<file path="src/rtl/core/cmc_pkg.sv">
`timescale 1ns / 1ps
`default_nettype none

package cmc_pkg;

  // field widths
  localparam int unsigned CmdW      = 2;
  localparam int unsigned TimeW     = 32;
  localparam int unsigned SpeedCfgW = 11;
  localparam int unsigned AccelW    = 8;
  localparam int unsigned ModeW     = 3;
  localparam int unsigned PosW      = 7;
  localparam int unsigned SpeedW    = 12;
  localparam int unsigned VelW      = 13;
  localparam int unsigned CfgIdxW   = 2;
  localparam int unsigned CfgDataW  = 32;
  localparam int unsigned InDataW   = 40;
  localparam int unsigned OutDataW  = 32;

  // configuration reset values
  localparam logic [SpeedCfgW-1:0] MoveSpeedRst = SpeedCfgW'(500);
  localparam logic [AccelW-1:0]    AccelStepRst = AccelW'(6);
  localparam logic [TimeW-1:0]     MaxMoveRst   = TimeW'(30000);

  // reported positions in percent
  localparam logic [PosW-1:0] PosOpen = PosW'(100);
  localparam logic [PosW-1:0] PosHalf = PosW'(50);
  localparam logic [PosW-1:0] PosZero = PosW'(0);

  typedef enum logic [ModeW-1:0] {
    MODE_STOPPED = 3'd0,
    MODE_CLOSED  = 3'd1,
    MODE_OPENING = 3'd2,
    MODE_CLOSING = 3'd3,
    MODE_OPEN    = 3'd4
  } mode_e;

  typedef enum logic [CmdW-1:0] {
    CMD_NONE  = 2'd0,
    CMD_OPEN  = 2'd1,
    CMD_CLOSE = 2'd2,
    CMD_STOP  = 2'd3
  } cmd_e;

  typedef enum logic [CfgIdxW-1:0] {
    CFG_MOVE_SPEED = 2'd0,
    CFG_ACCEL_STEP = 2'd1,
    CFG_MAX_MOVE   = 2'd2
  } cfg_idx_e;

  typedef struct packed {
    logic [SpeedCfgW-1:0] travel_speed;
    logic [AccelW-1:0]    accel_step;
    logic [TimeW-1:0]     max_move_ms;
  } cfg_t;

  typedef struct packed {
    logic [ModeW-1:0]         mode;
    logic signed [SpeedW-1:0] speed_now;
    logic signed [SpeedW-1:0] speed_target;
    logic [TimeW-1:0]         move_start;
    logic                     enable_line;
  } state_t;

  typedef struct packed {
    logic [CmdW-1:0]  command;
    logic             stall_event;
    logic [TimeW-1:0] now_ms;
  } tick_t;

  typedef struct packed {
    logic [ModeW-1:0]      cover_mode;
    logic                  mode_changed;
    logic [PosW-1:0]       reported_position;
    logic                  velocity_write;
    logic signed [VelW-1:0] velocity;
    logic                  enable_n;
    logic                  driver_reset_pulse;
  } result_t;

  // position percent shown for a mode
  function automatic logic [PosW-1:0] position_of(input logic [ModeW-1:0] m);
    logic [PosW-1:0] pos;
    pos = PosZero;
    if (m == MODE_OPEN) begin
      pos = PosOpen;
    end else if (m == MODE_OPENING || m == MODE_STOPPED) begin
      pos = PosHalf;
    end
    return pos;
  endfunction

endpackage

`default_nettype wire

</file>
<file path="src/rtl/core/cover_motor_controller_top.sv">
`timescale 1ns / 1ps
`default_nettype none

// Cover motor controller: one control tick in, one result out.
// Input stream (s_axis_*): each transaction is one tick with a command, a stall
// flag and a millisecond timestamp. Output stream (m_axis_*): each transaction
// carries the new cover mode, position, the velocity sent to the driver, the
// driver enable line and the stall reset pulse.
// Configuration: cfg_we_i writes cfg_wdata_i into register cfg_idx_i
// (0 move speed, 1 acceleration step, 2 move timeout); other indexes are ignored.
// Pipeline: an accepted tick is captured in the input register, worked out
// combinationally against the held mode and velocity state, and its result is
// captured in the result register, two register stages in all.
// Throughput: one tick per cycle while the receiver takes results; the state
// update is combinational between the input register and the result register.
// Reset: mode stopped, velocities and move start zero, driver disabled,
// registers at 500 / 6 / 30000, both streams empty.
// Receiver stall: the result register holds; the input register keeps one more
// tick, then s_axis_tready drops until the result is taken.
module cover_motor_controller_top (
  input  wire logic                          clk_i,
  input  wire logic                          rst_ni,
  // configuration write port
  input  wire logic                          cfg_we_i,
  input  wire logic [cmc_pkg::CfgIdxW-1:0]   cfg_idx_i,
  input  wire logic [cmc_pkg::CfgDataW-1:0]  cfg_wdata_i,
  // tick input
  input  wire logic                          s_axis_tvalid,
  output logic                               s_axis_tready,
  // command[1:0], stall_event[2], now_ms[34:3], zero fill [39:35]
  input  wire logic [cmc_pkg::InDataW-1:0]   s_axis_tdata,
  // result output
  output logic                               m_axis_tvalid,
  input  wire logic                          m_axis_tready,
  // cover_mode[2:0], mode_changed[3], reported_position[10:4],
  // velocity_write[11], velocity[24:12], enable_n[25], driver_reset_pulse[26],
  // zero fill [31:27]
  output logic [cmc_pkg::OutDataW-1:0]       m_axis_tdata
);

  cmc_pkg::cfg_t    cfg;
  cmc_pkg::state_t  state_q, state_d;
  cmc_pkg::tick_t   tick_q;
  cmc_pkg::result_t res_d, res_q;
  logic             in_vld_q;
  logic             out_vld_q;
  logic             advance;

  cmc_cfg_regs u_cfg (
    .clk_i       (clk_i),
    .rst_ni      (rst_ni),
    .cfg_we_i    (cfg_we_i),
    .cfg_idx_i   (cfg_idx_i),
    .cfg_wdata_i (cfg_wdata_i),
    .cfg_o       (cfg)
  );

  cmc_step u_step (
    .cfg_i    (cfg),
    .state_i  (state_q),
    .tick_i   (tick_q),
    .state_o  (state_d),
    .result_o (res_d)
  );

  // the held tick moves on when the result register is free or being read
  assign advance       = in_vld_q && (!out_vld_q || m_axis_tready);
  assign s_axis_tready = !in_vld_q || advance;

  // input register
  always_ff @(posedge clk_i or negedge rst_ni) begin
    if (!rst_ni) begin
      in_vld_q <= 1'b0;
    end else if (s_axis_tready) begin
      in_vld_q <= s_axis_tvalid;
    end
  end

  always_ff @(posedge clk_i) begin
    if (s_axis_tready && s_axis_tvalid) begin
      tick_q.command     <= s_axis_tdata[1:0];
      tick_q.stall_event <= s_axis_tdata[2];
      tick_q.now_ms      <= s_axis_tdata[34:3];
    end
  end

  // controller state, updated once per processed tick
  always_ff @(posedge clk_i or negedge rst_ni) begin
    if (!rst_ni) begin
      state_q.mode         <= cmc_pkg::MODE_STOPPED;
      state_q.speed_now    <= '0;
      state_q.speed_target <= '0;
      state_q.move_start   <= '0;
      state_q.enable_line  <= 1'b1;
    end else if (advance) begin
      state_q <= state_d;
    end
  end

  // result register
  always_ff @(posedge clk_i or negedge rst_ni) begin
    if (!rst_ni) begin
      out_vld_q <= 1'b0;
    end else if (advance) begin
      out_vld_q <= 1'b1;
    end else if (m_axis_tready) begin
      out_vld_q <= 1'b0;
    end
  end

  always_ff @(posedge clk_i) begin
    if (advance) begin
      res_q <= res_d;
    end
  end

  assign m_axis_tvalid = out_vld_q;
  assign m_axis_tdata  = {5'b0,
                          res_q.driver_reset_pulse,
                          res_q.enable_n,
                          res_q.velocity,
                          res_q.velocity_write,
                          res_q.reported_position,
                          res_q.mode_changed,
                          res_q.cover_mode};

endmodule

`default_nettype wire

</file>
<file path="src/rtl/core/cmc_cfg_regs.sv">
`timescale 1ns / 1ps
`default_nettype none

module cmc_cfg_regs (
  input  wire logic                         clk_i,
  input  wire logic                         rst_ni,
  input  wire logic                         cfg_we_i,
  input  wire logic [cmc_pkg::CfgIdxW-1:0]  cfg_idx_i,
  input  wire logic [cmc_pkg::CfgDataW-1:0] cfg_wdata_i,
  output cmc_pkg::cfg_t                     cfg_o
);

  cmc_pkg::cfg_t cfg_q, cfg_d;

  // register index decode, unknown indexes are dropped
  always_comb begin
    cfg_d = cfg_q;
    if (cfg_we_i) begin
      unique case (cfg_idx_i)
        cmc_pkg::CFG_MOVE_SPEED: cfg_d.travel_speed = cfg_wdata_i[cmc_pkg::SpeedCfgW-1:0];
        cmc_pkg::CFG_ACCEL_STEP: cfg_d.accel_step   = cfg_wdata_i[cmc_pkg::AccelW-1:0];
        cmc_pkg::CFG_MAX_MOVE:   cfg_d.max_move_ms  = cfg_wdata_i[cmc_pkg::TimeW-1:0];
        default: cfg_d = cfg_q;
      endcase
    end
  end

  always_ff @(posedge clk_i or negedge rst_ni) begin
    if (!rst_ni) begin
      cfg_q.travel_speed <= cmc_pkg::MoveSpeedRst;
      cfg_q.accel_step   <= cmc_pkg::AccelStepRst;
      cfg_q.max_move_ms  <= cmc_pkg::MaxMoveRst;
    end else begin
      cfg_q <= cfg_d;
    end
  end

  assign cfg_o = cfg_q;

endmodule

`default_nettype wire

</file>
<file path="src/rtl/core/cmc_step.sv">
`timescale 1ns / 1ps
`default_nettype none

module cmc_step (
  input  wire cmc_pkg::cfg_t   cfg_i,
  input  wire cmc_pkg::state_t state_i,
  input  wire cmc_pkg::tick_t  tick_i,
  output cmc_pkg::state_t      state_o,
  output cmc_pkg::result_t     result_o
);

  logic [cmc_pkg::TimeW-1:0]     elapsed;
  logic                          timeout;
  logic [cmc_pkg::ModeW-1:0]     next_mode;
  logic                          changed;
  logic                          wrote;
  logic signed [cmc_pkg::VelW-1:0] vel;
  logic signed [cmc_pkg::VelW-1:0] now_ext;
  logic signed [cmc_pkg::VelW-1:0] tgt_ext;
  logic signed [cmc_pkg::VelW-1:0] acc_ext;
  logic signed [cmc_pkg::VelW-1:0] stepped;
  logic signed [cmc_pkg::SpeedW-1:0] spd_pos;
  cmc_pkg::state_t st;

  // move timeout, difference wraps modulo 2^32
  assign elapsed = tick_i.now_ms - state_i.move_start;
  assign timeout = elapsed > cfg_i.max_move_ms;

  // timeout, then command, then stall redirect
  always_comb begin
    next_mode = state_i.mode;
    if (timeout) begin
      next_mode = cmc_pkg::MODE_STOPPED;
    end
    case (tick_i.command)
      cmc_pkg::CMD_OPEN:  next_mode = cmc_pkg::MODE_OPENING;
      cmc_pkg::CMD_CLOSE: next_mode = cmc_pkg::MODE_CLOSING;
      cmc_pkg::CMD_STOP:  next_mode = cmc_pkg::MODE_STOPPED;
      default: ;
    endcase
    if (tick_i.stall_event) begin
      if (state_i.mode == cmc_pkg::MODE_OPENING) begin
        next_mode = cmc_pkg::MODE_OPEN;
      end else if (state_i.mode == cmc_pkg::MODE_CLOSING) begin
        next_mode = cmc_pkg::MODE_CLOSED;
      end else begin
        next_mode = cmc_pkg::MODE_STOPPED;
      end
    end
  end

  assign spd_pos = $signed({1'b0, cfg_i.travel_speed});

  // mode change handling and velocity ramp
  always_comb begin
    st      = state_i;
    changed = 1'b0;
    wrote   = 1'b0;
    vel     = '0;
    if (tick_i.stall_event) begin
      st.enable_line = 1'b0;
    end
    if (next_mode != state_i.mode) begin
      changed = 1'b1;
      st.mode = next_mode;
      if (next_mode == cmc_pkg::MODE_OPENING) begin
        st.move_start   = tick_i.now_ms;
        st.speed_target = spd_pos;
      end else if (next_mode == cmc_pkg::MODE_CLOSING) begin
        st.move_start   = tick_i.now_ms;
        st.speed_target = -spd_pos;
      end else begin
        st.speed_target = '0;
      end
      if (st.speed_target == '0) begin
        st.speed_now   = '0;
        wrote          = 1'b1;
        st.enable_line = 1'b1;
      end else begin
        st.enable_line = 1'b0;
      end
    end

    now_ext = cmc_pkg::VelW'(st.speed_now);
    tgt_ext = cmc_pkg::VelW'(st.speed_target);
    acc_ext = $signed({{(cmc_pkg::VelW-cmc_pkg::AccelW){1'b0}}, cfg_i.accel_step});
    stepped = now_ext;
    if (tgt_ext > now_ext) begin
      stepped = now_ext + acc_ext;
      wrote   = 1'b1;
      vel     = stepped;
      st.speed_now = (stepped > tgt_ext) ? st.speed_target
                                         : stepped[cmc_pkg::SpeedW-1:0];
    end else if (tgt_ext < now_ext) begin
      stepped = now_ext - acc_ext;
      wrote   = 1'b1;
      vel     = stepped;
      st.speed_now = (stepped < tgt_ext) ? st.speed_target
                                         : stepped[cmc_pkg::SpeedW-1:0];
    end
  end

  assign state_o = st;

  assign result_o.cover_mode         = st.mode;
  assign result_o.mode_changed       = changed;
  assign result_o.reported_position  = cmc_pkg::position_of(st.mode);
  assign result_o.velocity_write     = wrote;
  assign result_o.velocity           = vel;
  assign result_o.enable_n           = st.enable_line;
  assign result_o.driver_reset_pulse = tick_i.stall_event;

endmodule

`default_nettype wire

</file>
<file path="config.mk">
export PLATFORM = sky130hd
export DESIGN_NAME = cover_motor_controller_top
export DESIGN_NICKNAME = d
export VERILOG_FILES = /design/src/rtl/core/cmc_pkg.sv /design/src/rtl/core/cover_motor_controller_top.sv /design/src/rtl/core/cmc_cfg_regs.sv /design/src/rtl/core/cmc_step.sv
export SDC_FILE = /design/constraint.sdc
export NUM_CORES = 1
export LEC_CHECK = 0
export BUFFER_PORTS_ARGS = -buffer_cell sky130_fd_sc_hd__buf_2
export CORE_MARGIN = 2
export CORE_UTILIZATION = 61
export DETAILED_ROUTE_END_ITERATION = 7
export PLACE_DENSITY = 0.77
export SYNTH_ARGS = -nofsm -noshare
export SYNTH_HDL_FRONTEND = slang
export SYNTH_HIERARCHICAL = 1
export SYNTH_SLANG_ARGS = --single-unit
</file>
<file path="constraint.sdc">
create_clock -name clk_i -period 10.94 [get_ports clk_i]
set_input_delay 1.641 -clock clk_i [delete_from_list [all_inputs] [get_ports clk_i]]
set_output_delay 1.641 -clock clk_i [all_outputs]
set_load 0.02 [all_outputs]
</file>
==> results by group, run 1 <==
Run status
  • Outcome: finished, final reports clean

STA
  • Final setup viols: 0
  • Minimum clock period: 10.45 ns
  • Max-slew violations: 0
  • Worst hold margin: 0.516 ns
  • Final worst-path cycle share: 95.5%
  • Worst slew margin: 12.2%
  • Worst-margin pin slew: 1.30 ns
  • Fmax: 95.7 MHz
  • Layout Skew: 0.0159 ns
  • Final Hold Viols: 0

Die
  • # IOs: 113
  • Initial Util: 62.4%
  • DIE AREA: 0.0220 mm²
  • Site Rows: 52
  • Die Span Y: 148 µm
  • Core area: 0.0204 mm²
  • Width of the chip: 148 µm

Power and ir drop
  • Overall power: 0.00505 W
  • Pwr per Cell Area: 350 mW/mm²
  • VDD IR max: 0.181 mV
  • Static leakage: 6.83 nW

Drt
  • DR iter-0 viols: 670
  • Final wirelength: 29,900 µm
  • Vias per cell: 5.87
  • Via Count: 9,492
  • Drt drc: 0
  • Detail Route Antenna Nets: 0
  • Pre-Repair DR Iteration Count: 5
  • Per-cell routed wire length: 18.5 µm

Worst setup path
  • CP startpoint kind: register
  • Arrival @ worst endpoint: 10.77 ns
  • Worst EP required: 11.26 ns
  • CP max FO: 14
  • Worst setup EP type: register
  • Critical-path top delay cell: fa_1
  • Critical Path Max Stage Delay: 0.41 ns
  • Crit path kind: register to register
  • Cell mode on critical path: o21ai_0

Global routing
  • First-pass GRT wire length: 47,600 µm
  • Gr usage total: 27.4%
  • Vias in the first global route: 9,420
  • Grt total ovfl: 0
  • Initial antenna violation count: 0
  • Largest net degree at the start of global routing: 73

Yosys
  • Post-synthesis cell area: 0.0127 mm²
  • Yosys warns: 6
  • Post-synthesis sequential area ratio: 37.1%
  • Cell taking the most area after synthesis: dfrtp_1
  • Synth top area cells: dfrtp_1 19%, edfxtp_1 15%, ha_1 12%, mux2_4 11%, mux2_2 5.1%
  • Number of synthesized flops with an enable pin: 62
  • Number of synthesized register bits: 175
  • Yosys top cell area share: 19.1%
  • Post-Synthesis Cells: 1,193
  • Netlist cell types: 95
  • Synth async-reset ratio: 64.6%
  • Avg Cell Area, Syn: 10.6 µm²
  • Top_reg_cell synth: dfrtp_1

Clocking
  • H-Tree Depth: 4
  • CTS root buf: clkbuf_16
  • Clk slew on worst S/H paths: 0.07 ns
  • CTS tree: done
  • TritonCTS Buffers: 17
  • Clock sinks: 175
  • Clock latency on the worst-skew pair: 0.44 ns
  • Longest Clk Path Bufs: 2

Job
  • Max-cap viol count: 0

Cells and area
  • Area Growth Syn to Fin: 13.4%
  • Ratio of cells with drive above 1 in the final layout: 30.5%
  • Diode count: 0
  • Nets: 1,534
  • Filler cells: 1,487
  • Post-layout util: 70.8%

Min path
  • HP Class: register to register

Placed design
  • Detailed placement HPWL: 21,300 µm
  • Routability cong.: 0.946
  • Port bufs: 102
[logic make-up (layout without fill, tap and decap cells)]
| logic type | count (synthesis) | count (layout) | share of synthesized area, % |
|---|---|---|---|
| flops | 175 | 175 | 37.1 |
| mux | 157 | 157 | 16.4 |
| compound gates | 248 | 248 | 13.2 |
| xor+xnor | 54 | 54 | 3.72 |
| buf+inv | 179 | 327 | 6.62 |
| fa+ha+maj | 122 | 122 | 12.2 |
| simple gates | 256 | 256 | 10.7 |
| other cells | 2 | 7 | 0.0591 |
[cell usage in the layout (no fill, tap or decap), types with 53 or more instances in the layout]
| cell | Yosys | layout |
|---|---|---|
| a21oi_1 | 70 | 67 |
| buf_2 | 3 | 101 |
| buf_4 | 17 | 67 |
| dfrtp_1 | 97 | 97 |
| edfxtp_1 | 62 | 62 |
| ha_1 | 119 | 119 |
| inv_1 | 125 | 125 |
| mux2_2 | 58 | 58 |
| mux2_4 | 89 | 89 |
| nand2_1 | 60 | 60 |
| nor2_1 | 53 | 53 |
[stage by stage]
stage | std cells | setup slack [ns] | area [µm²] | setup TNS [ns]
4_1_cts | 1612 | 0.0241 | 14300 | 0
3_3_place_gp | 1580 | 0.276 | 13700 | 0
6_report | 1616 | 0.491 | 14400 | 0
5_1_grt | 1616 | -0.0355 | 14400 | -0.0586
3_5_place_dp | 1580 | 0.0749 | 13700 | 0
2_1_floorplan | 1198 | 1.22 | 12700 | 0
[routing by layer]
metal | wire (µm) | up-vias | global-route usage, %
met3 | 1410 | 37 | 3.90
met1 | 13600 | 4630 | 38.6
met4 | 534 | 0 | 8.19
met5 | 0 | - | 0
met2 | 14300 | 290 | 44.2
li1 | - | 4535 | -
[cell type report]
class                   count  area (µm²)  share of cell area, %
flip-flops and latches    175        4710                   32.7
repair buffers            168        1010                   7.00
clock buffers              19         454                   3.15
clock inverters            13         143                  0.990
inverters                 127         478                   3.32
well taps                 270         338                   2.34
multi-input cells         844        7280                   50.5
[sequential cells by signal, summed over array words and instances, names as in the netlist]
signal         flops
m_axis_tvalid      1
u_cfg/cfg_o       51
in_vld_q           1
m_axis_tdata      27
tick_q            35
state_q           60
[worst paths after layout]
kind	slack (ns)	cells past startpoint	startpoint	end
worst max-delay path	0.49	52	tick_q[0]$_DFFE_PP_	state_q[53]$_DFFE_PN0P_
worst max register to register	0.49	52	tick_q[0]$_DFFE_PP_	state_q[53]$_DFFE_PN0P_
worst min register to register	0.52	1	u_cfg/cfg_o[20]$_DFFE_PN0P_	u_cfg/cfg_o[20]$_DFFE_PN0P_
max in group asynchronous	8.36	2	rst_ni	u_cfg/cfg_o[38]$_DFFE_PN0P_
worst min-delay path	0.52	1	u_cfg/cfg_o[20]$_DFFE_PN0P_	u_cfg/cfg_o[20]$_DFFE_PN0P_
min in group asynchronous	1.21	1	rst_ni	state_q[29]$_DFFE_PN0P_
[critical path, delay by kind of cell (launching register included)]
kind	cells	cell delay, ns
buffers and inverters	7	0.87
AOI/OAI and AO/OA	23	4.56
muxes	1	0.30
DFF	1	0.36
xor gates and xnor gates	2	0.30
and+or+nand+nor	13	2.17
adders and majority gates	6	1.78
[power breakdown]
part           total [W]  internal, W  switching [W]  leakage (nW)
clock           0.000623     0.000336       0.000286         0.279
sequential       0.00105     0.000905       0.000140          1.95
combinational    0.00338      0.00158        0.00180          4.61
total            0.00505      0.00282        0.00223          6.83
[synth_stat cells (all sizes together), types with 31 or more instances]
cell type	n
ha	119
nor2	54
buf	32
inv	126
a21oi	70
dfrtp	97
nand2	62
edfxtp	62
o21ai	50
mux2	147
xnor2	36
nand3	31
[timing repair]
action,4_1_cts,5_1_grt
hold buffers,0,0
setup endpoints to repair,0,12
setup buffers,0,4
gates resized for setup,0,26
(Power assumes the default switching activity.)
==> inputs of run 2 (changes only) <==
CTS_BUF_LIST = sky130_fd_sc_hd__clkbuf_16   (was unset)
==> run 2 against run 1 <==
Critical path depth unchanged. Sequential share of layout area unchanged. Utilization unchanged. Via count about the same. Register-to-register slack about the same. Die area unchanged. Setup slack improved by 0.0023 ns. Design area unchanged. Routed wire length about the same. First-iteration DRC count unchanged. Clock-buffer cell count decreased by 1.
==> results by group, run 2 (synthesis gave the netlist of run 1 again) <==
STA
  • Worst-margin pin slew: 1.30 ns (about the same)
  • Fmax: 95.7 MHz (about the same)
  • Final worst-path cycle share: 95.5% (about the same)
  • Final Hold Viols: 0 (unchanged)
  • Minimum clock period: 10.45 ns (about the same)
  • Worst hold margin: 0.516 ns (unchanged)
  • Final setup viols: 0 (unchanged)
  • Layout Skew: 0.0159 ns (about the same)
  • Worst slew margin: 12.2% (about the same)
  • Max-slew violations: 0 (unchanged)
  • Setup TNS Final: 0 ns (unchanged)
  • Worst setup margin: 0.493 ns (was 0.491 ns)

Drt
  • Via Count: 9,499 (was 9,492)
  • Per-cell routed wire length: 18.5 µm (about the same)
  • Drt drc: 0 (unchanged)
  • Detail Route Antenna Nets: 0 (unchanged)
  • DR iter-0 viols: 670 (unchanged)
  • Pre-Repair DR Iteration Count: 5 (unchanged)
  • Vias per cell: 5.88 (was 5.87)
  • Final wirelength: 29,900 µm (about the same)

Worst setup path
  • CP startpoint kind: register (unchanged)
  • Worst r2r dst: state_q[53]$_DFFE_PN0P_ (unchanged)
  • CP max FO: 14 (unchanged)
  • Arrival @ worst endpoint: 10.76 ns (was 10.77 ns)
  • Worst EP required: 11.26 ns (about the same)
  • Crit path kind: register to register (unchanged)
  • Worst R2R Start: tick_q[0]$_DFFE_PP_ (unchanged)
  • Cell mode on critical path: o21ai_0 (unchanged)
  • Worst setup EP type: register (unchanged)
  • Reg-to-reg slack, setup: 0.49 ns (about the same)
  • Crit path to: state_q[53]$_DFFE_PN0P_ (unchanged)
  • Critical Path Max Stage Delay: 0.41 ns (about the same)
  • Critical-path top delay cell: fa_1 (unchanged)
  • Critical path startpoint: tick_q[0]$_DFFE_PP_ (unchanged)
  • R2R depth: 52 (unchanged)

Min path
  • HP Class: register to register (unchanged)
  • HP Start: u_cfg/cfg_o[20]$_DFFE_PN0P_ (unchanged)
  • Hold depth: 1 (unchanged)

Clocking
  • CTS root buf: clkbuf_16 (unchanged)
  • TritonCTS Buffers: 17 (unchanged)
  • Clock latency on the worst-skew pair: 0.44 ns (about the same)
  • CTS tree: done (unchanged)
  • Clk slew on worst S/H paths: 0.07 ns (about the same)
  • Clock sinks: 175 (unchanged)
  • Hold Buf Count CTS: 0 (unchanged)
  • H-Tree Depth: 4 (unchanged)
  • Longest Clk Path Bufs: 2 (unchanged)

Die
  • Site Rows: 52 (unchanged)
  • Initial Util: 62.4% (unchanged)
  • DIE AREA: 0.0220 mm² (unchanged)
  • Core area: 0.0204 mm² (unchanged)
  • Die Span Y: 148 µm (unchanged)
  • Width of the chip: 148 µm (unchanged)
  • # IOs: 113 (unchanged)

Global routing
  • Grt total ovfl: 0 (unchanged)
  • Gr usage total: 27.4% (unchanged)
  • Initial antenna violation count: 0 (unchanged)
  • First-pass GRT wire length: 47,600 µm (unchanged)
  • Largest net degree at the start of global routing: 73 (unchanged)
  • Vias in the first global route: 9,420 (unchanged)

Cells and area
  • Area of the multi-input gates: 0.00728 mm² (unchanged)
  • Most frequent cells in the layout: 126 x inv_1, 119 x ha_1, 101 x buf_2 (was 125 x inv_1, 119 x ha_1, 101 x buf_2)
  • Ratio of cells with drive above 1 in the final layout: 30.5% (unchanged)
  • Diode count: 0 (unchanged)
  • Design area: 0.0144 mm² (unchanged)
  • Area Growth Syn to Fin: 13.4% (unchanged)
  • Nets: 1,534 (unchanged)
  • Most flop-heavy register: state_q (unchanged)
  • Filler cells: 1,487 (unchanged)
  • Post-Layout Cell Count: 1,616 (unchanged)
  • Max reg flops: 60 (unchanged)
  • Most common cell after layout, fill and taps aside: inv_1 (unchanged)
  • Register Area: 0.00471 mm² (unchanged)

Placed design
  • Routability cong.: 0.946 (unchanged)
  • Placed cells: 1,580 (unchanged)
  • Placed Instance Area: 0.0137 mm² (unchanged)
  • Port bufs: 102 (unchanged)
  • Pre-CTS WS: 0.0749 ns (unchanged)
  • Detailed placement HPWL: 21,300 µm (unchanged)

Power and ir drop
  • Pwr per Cell Area: 350 mW/mm² (about the same)
  • VDD IR max: 0.181 mV (about the same)
  • Static leakage: 6.84 nW (was 6.83 nW)

Job
  • Max-cap viol count: 0 (unchanged)

Run status
  • Outcome: finished, final reports clean (unchanged)
-- run 2: changes by cell type in the layout (fill, tap and decap cells not counted), sizes merged --
cell,change
clkbuf,-1
inv,+1
-- run 2: what timing repair did --
action	4_1_cts	5_1_grt
resized for setup	0	26
buffers inserted	0	4
setup endpoints to repair	0	12
-- run 2: per-layer routing --
layer | vias up | part of all wire (%) | track usage (%)
li1 | 4533 | - | -
met1 | 4632 | 46 | 38.6
met2 | 297 | 48 | 44.2
met3 | 37 | 4.8 | 3.90
met4 | 0 | 1.8 | 8.19
met5 | - | 0 | 0
-- run 2: per-stage QoR --
stage | utilization, % | total power, W
after floorplan | - | 0.00334
after global placement | 67.2 | 0.00415
after detailed placement | 67.2 | 0.00424
after CTS | 70.1 | 0.00491
after global routing | 70.8 | 0.00543
final | 70.8 | 0.00505
-- run 2: how the worst min path moves through the flow --
stage | slack, ns | end
finish | 0.52 | u_cfg/cfg_o[20]$_DFFE_PN0P_
global route | 0.54 | u_cfg/cfg_o[15]$_DFFE_PN0P_
CTS | 0.52 | u_cfg/cfg_o[20]$_DFFE_PN0P_
detailed placement | 0.49 | u_cfg/cfg_o[20]$_DFFE_PN0P_
global placement | 0.49 | u_cfg/cfg_o[31]$_DFFE_PN0P_
floorplan | 0.48 | u_cfg/cfg_o[31]$_DFFE_PN0P_
-- run 2: final cells by class --
type,count,area share [%]
sequential,175,32.7
clock buffer,18,3.13
multi-input combinational,844,50.5
timing repair buffer,168,7.00
tap,270,2.34
clock inverter,14,1.02
inverter,127,3.32
-- run 2: where the power goes --
part	internal, W	switching, W
clock network	0.000335	0.000287
logic	0.00158	0.00180
registers	0.000905	0.000140
-- run 2: worst max-delay path, delay by kind of cell (launching register included) --
family | cells | cell delay, ns
AOI/OAI and AO/OA | 23 | 4.55
and+or+nand+nor | 13 | 2.17
adders and majority gates | 6 | 1.78
buffers and inverters | 7 | 0.87
DFF | 1 | 0.36
xor gates and xnor gates | 2 | 0.30
muxes | 1 | 0.30
